===== config.mk =====
export PLATFORM = sky130hd
export DESIGN_NAME = gbs_iou_pipe
export DESIGN_NICKNAME = d
export VERILOG_FILES = /design/src/rtl/core/gbs_pkg.sv /design/src/rtl/core/gbs_iou_pipe.sv
export SDC_FILE = /design/constraint.sdc
export NUM_CORES = 2
export LEC_CHECK = 0
export BUFFER_PORTS_ARGS = -buffer_cell sky130_fd_sc_hd__buf_4
export CAP_MARGIN = 20
export CORE_MARGIN = 2
export CORE_UTILIZATION = 70
export DETAILED_ROUTE_END_ITERATION = 16
export GPL_TIMING_DRIVEN = 0
export PLACE_DENSITY = 0.88
export REMOVE_ABC_BUFFERS = 1
export SLEW_MARGIN = 20
export SYNTH_ARGS = -nofsm -noshare
export SYNTH_HDL_FRONTEND = slang
export SYNTH_SLANG_ARGS = --single-unit
export TNS_END_PERCENT = 10

===== constraint.sdc =====
create_clock -name clock -period 16 [get_ports clock]
set_clock_uncertainty 0.15 [all_clocks]
set_input_delay 0.8 -clock clock [delete_from_list [all_inputs] [get_ports clock]]
set_output_delay 0.8 -clock clock [all_outputs]
set_load 0.05 [all_outputs]

===== src/rtl/core/gbs_pkg.sv =====
// gbs_pkg: shared types and constants for the greedy box suppression block
// holds the box record, the comparison result record and sizing constants
// no dependencies
package gbs_pkg;

   localparam int          KeptDepthDefault = 128;
   localparam logic [7:0]  TopLimit         = 8'd128;
   localparam logic [7:0]  CountMax         = 8'd255;
   localparam logic [8:0]  ThreshReset      = 9'd77;
   localparam int          CoordWidth       = 12;
   localparam int          AreaWidth        = 2 * CoordWidth;

   typedef struct packed {
      logic [CoordWidth-1:0] box_left;
      logic [CoordWidth-1:0] box_top;
      logic [CoordWidth-1:0] box_width;
      logic [CoordWidth-1:0] box_height;
   } box_type;

   typedef struct packed {
      logic valid;
      logic suppress;
   } cmp_result_type;

endpackage


===== src/rtl/core/gbs_iou_pipe.sv =====
// gbs_iou_pipe: pipelined overlap test of the current box against one kept box per cycle
// five register stages: spans and both areas, intersection, union, scaled product, compare
// depends on gbs_pkg
module gbs_iou_pipe
   import gbs_pkg::*;
(
   input  logic           clock,
   input  logic           reset,
   input  logic [8:0]     threshold,
   input  box_type        cur_box,
   input  logic           kept_valid,
   input  box_type        kept_box,
   output cmp_result_type result
);

   function automatic logic [CoordWidth-1:0] span_len(
      input logic [CoordWidth-1:0] a0,
      input logic [CoordWidth-1:0] alen,
      input logic [CoordWidth-1:0] b0,
      input logic [CoordWidth-1:0] blen
   );
      logic signed [CoordWidth+1:0] sa0;
      logic signed [CoordWidth+1:0] sa1;
      logic signed [CoordWidth+1:0] sb0;
      logic signed [CoordWidth+1:0] sb1;
      logic signed [CoordWidth+1:0] lo;
      logic signed [CoordWidth+1:0] hi;
      logic signed [CoordWidth+1:0] diff;
      sa0  = {{2{a0[CoordWidth-1]}}, a0};
      sb0  = {{2{b0[CoordWidth-1]}}, b0};
      sa1  = sa0 + $signed({2'b00, alen});
      sb1  = sb0 + $signed({2'b00, blen});
      lo   = (sa0 > sb0) ? sa0 : sb0;
      hi   = (sa1 < sb1) ? sa1 : sb1;
      diff = hi - lo;
      span_len = (hi > lo) ? diff[CoordWidth-1:0] : '0;
   endfunction

   logic [4:0]             valid_ff;
   logic [AreaWidth-1:0]   area_a_ff;
   logic [CoordWidth-1:0]  iw_ff;
   logic [CoordWidth-1:0]  ih_ff;
   logic [AreaWidth-1:0]   area_b1_ff;
   logic [AreaWidth-1:0]   area_b2_ff;
   logic [AreaWidth-1:0]   inter2_ff;
   logic [AreaWidth-1:0]   inter3_ff;
   logic [AreaWidth:0]     union3_ff;
   logic [AreaWidth+9:0]   prod4_ff;
   logic [AreaWidth+9:0]   scaled4_ff;
   logic                   zero4_ff;
   logic                   suppress_ff;
   logic [AreaWidth:0]     union_in;
   logic [AreaWidth+9:0]   prod_in;

   assign union_in = {1'b0, area_a_ff} + {1'b0, area_b2_ff} - {1'b0, inter2_ff};
   assign prod_in  = {{(AreaWidth+1){1'b0}}, threshold} * {9'b0, union3_ff};

   // control
   always_ff @(posedge clock) begin
      if (reset) begin
         valid_ff <= '0;
      end else begin
         valid_ff <= {valid_ff[3:0], kept_valid};
      end
   end

   // datapath
   always_ff @(posedge clock) begin
      area_a_ff   <= cur_box.box_width * cur_box.box_height;
      iw_ff       <= span_len(cur_box.box_left, cur_box.box_width,
                              kept_box.box_left, kept_box.box_width);
      ih_ff       <= span_len(cur_box.box_top, cur_box.box_height,
                              kept_box.box_top, kept_box.box_height);
      area_b1_ff  <= kept_box.box_width * kept_box.box_height;
      inter2_ff   <= iw_ff * ih_ff;
      area_b2_ff  <= area_b1_ff;
      union3_ff   <= union_in;
      inter3_ff   <= inter2_ff;
      prod4_ff    <= prod_in;
      scaled4_ff  <= {2'b00, inter3_ff, 8'b0};
      zero4_ff    <= (union3_ff == '0);
      suppress_ff <= zero4_ff || (scaled4_ff > prod4_ff);
   end

   assign result.valid    = valid_ff[4];
   assign result.suppress = suppress_ff;

endmodule


==> run summary <==
Sink Count: 234
nets@finish: 4,812
Num CTS Buffers: 24
Crit path required time: 16,240 ps
yosys warns: 0
Layout area overhead: 5.85%
CTS root buf: clkbuf_16
worst-path fanout max: 13
Clock Tree Buf Depth: 3
Routed Wire Length: 83,200 um
Core Box Area: 0.0467 mm2
initial antenna violation count: 4
MaxCap Viol Count: 0
period utilisation layout: 0.523
die height: 222 um
RSZ-0062 raised after global routing: false
Gate Count Post-Synth: 3,798
Via density: 5.91
number of enable flip-flop cells after synthesis: 0
Yosys top cell by area: fa_1
Startpoint Class: primary input
share of cells above drive strength 1: 0.0464
chip width: 222 um
Cell variety after synth: 76
largest cells by area after synthesis: fa_1 (30%), ha_1 (16%), dfxtp_1 (14%), inv_1 (8.6%), nand2_1 (5.9%)
Setup WS post-layout: 7630 ps
Post-DRT Antenna Nets: 0
Crit Path Category: in -> reg
slew margin rel.: 0.252
FFs w/ async S/R, synth: 0
slew at the pin closest to its max-slew limit: 1090 ps
vias in the first global route: 28,377
PortBufs: 109
status: complete, but fails checks
Max stage delay on crit path: 690 ps
Clk pin slew, worst setup/hold paths: 60 ps
Starting DRT DRC Count: 1,654
Post-Syn Area: 0.0332 mm2
Avg Cell Area, Syn: 8.73 um2
grt total ovfl: 0
detailed-placement wirelength estimate: 66,300 um
hold_buf cts: 0
gp weighted congestion: 0.972
CTS tree: yes
fin. max-slew vios: 0
count leader, synth: inv_1
arrival time at the worst endpoint: 8600 ps
Synth top area share: 0.297
register area share after synthesis: 0.141
placed cells: 4,376
Layout Cells excl Fill: 4,424
failing checks: DRC
top cells by count, synth: inv_1 (760), nand2_1 (523), fa_1 (492)
clk_lat worst skew: 550 ps
largest net degree at the start of global routing: 26
synthesis-stage register bit count: 234
vias: 26,135
drt drc: 10
Top Ports: 110
RR Startpoint: iw_ff[6]
minimum clock period: 8370 ps
Finish-stage setup viols: 0
Most used DFF post-synth: dfxtp_1
first-pass GRT wire length: 138,000 um
Setup crit start: cur_box[0]
DIE AREA: 0.0491 mm2
fmax: 120 MHz
Post-CTS Resized: 0
Post-CTS Setup Inserts: 0
H-Tree Depth: 1
cell family with most CP delay: compound AO/OA/AOI/OAI gates
Routed WL per cell: 18.8 um
Worst Hold Launch: inter3_ff[19]
final hold vios: 0
all-layer global routing usage: 0.349
worst path bufs/invs: 4
crit end category: flop
worst hold path type: reg -> reg
Initial DRT Pass Iterations: 11
initial core utilization: 0.711
Setup WS pre-CTS: 6860 ps
cell row count: 79
CP max-delay cell: o311ai_2
setup TNS: 0 ps
[area by class of cell]
class / instances / area (um2)
Tap cell: 607 / 759
Clock buffer: 29 / 639
Timing Repair Buffer: 110 / 823
Fill cell: 3206 / 11500
Clock inverter: 15 / 236
Sequential cell: 234 / 4680
Antenna cell: 4 / 10.0
Inverter: 760 / 2850
Multi-Input combinational cell: 2665 / 25100
[per-stage QoR]
stage | instance area [um2] | hold slack (ps) | utilization
3_5_place_dp | 34200 | 162 | 0.734
2_1_floorplan | 32600 | 160 | -
6_report | 35100 | 171 | 0.753
3_3_place_gp | 34200 | 160 | 0.733
5_1_grt | 35100 | 178 | 0.753
4_1_cts | 35100 | 172 | 0.752
[flip-flops by register name, summed over array words and instances (netlist names), 24 cells and up]
| register | cells |
|---|---|
| area_b1_ff | 24 |
| inter2_ff | 24 |
| union3_ff | 25 |
| area_a_ff | 24 |
| inter3_ff | 24 |
| prod4_ff | 34 |
| area_b2_ff | 24 |
| scaled4_ff | 24 |
[worst paths after layout]
| kind | slack (ps) | cells past startpoint | end |
|---|---|---|---|
| max | 7630 | 33 | ih_ff[5] |
| min | 170 | 0 | scaled4_ff[27] |
| max reg2reg | 9940 | 19 | inter2_ff[23] |
| min reg2reg | 170 | 0 | scaled4_ff[27] |
[metal layers]
| layer | up-vias | wire, um | global-route usage |
|---|---|---|---|
| met5 | - | 0 | 0 |
| met3 | 336 | 6240 | 0.0496 |
| met4 | 0 | 5990 | 0.234 |
| met2 | 1183 | 40500 | 0.607 |
| met1 | 12688 | 30400 | 0.403 |
| li1 | 11928 | - | - |
[cell families (layout without fill, tap and decap cells)]
logic type,count (synthesis),in the layout,share of synthesized area
AND/OR/NAND/NOR,1113,1113,0.158
adder cells (fa/ha/maj),910,910,0.454
buffers and inverters,899,914,0.102
AO/OA/AOI/OAI,457,457,0.0934
flip-flops,234,234,0.141
XOR/XNOR,149,149,0.0393
multiplexers,36,36,0.0117
other,0,4,0
[cell usage in the layout, fill, tap and decap left out, types with 25 or more instances in the layout]
cell | netlist | final
inv_1 | 760 | 760
nand2_1 | 523 | 523
fa_1 | 492 | 492
ha_1 | 417 | 417
dfxtp_1 | 234 | 234
and2_1 | 212 | 212
nor2_1 | 130 | 130
a21oi_1 | 118 | 118
xnor2_1 | 111 | 111
buf_4 | 3 | 109
o21ai_0 | 78 | 77
nor3_1 | 59 | 59
a21o_1 | 49 | 49
nand3_1 | 45 | 45
xor2_1 | 38 | 38
nor2b_1 | 33 | 33
o21a_1 | 28 | 28
a211oi_1 | 27 | 27
mux2i_1 | 25 | 25
Power is not shown: default switching activity piles up to over one toggle a cycle in this logic, so the estimate is an artifact.
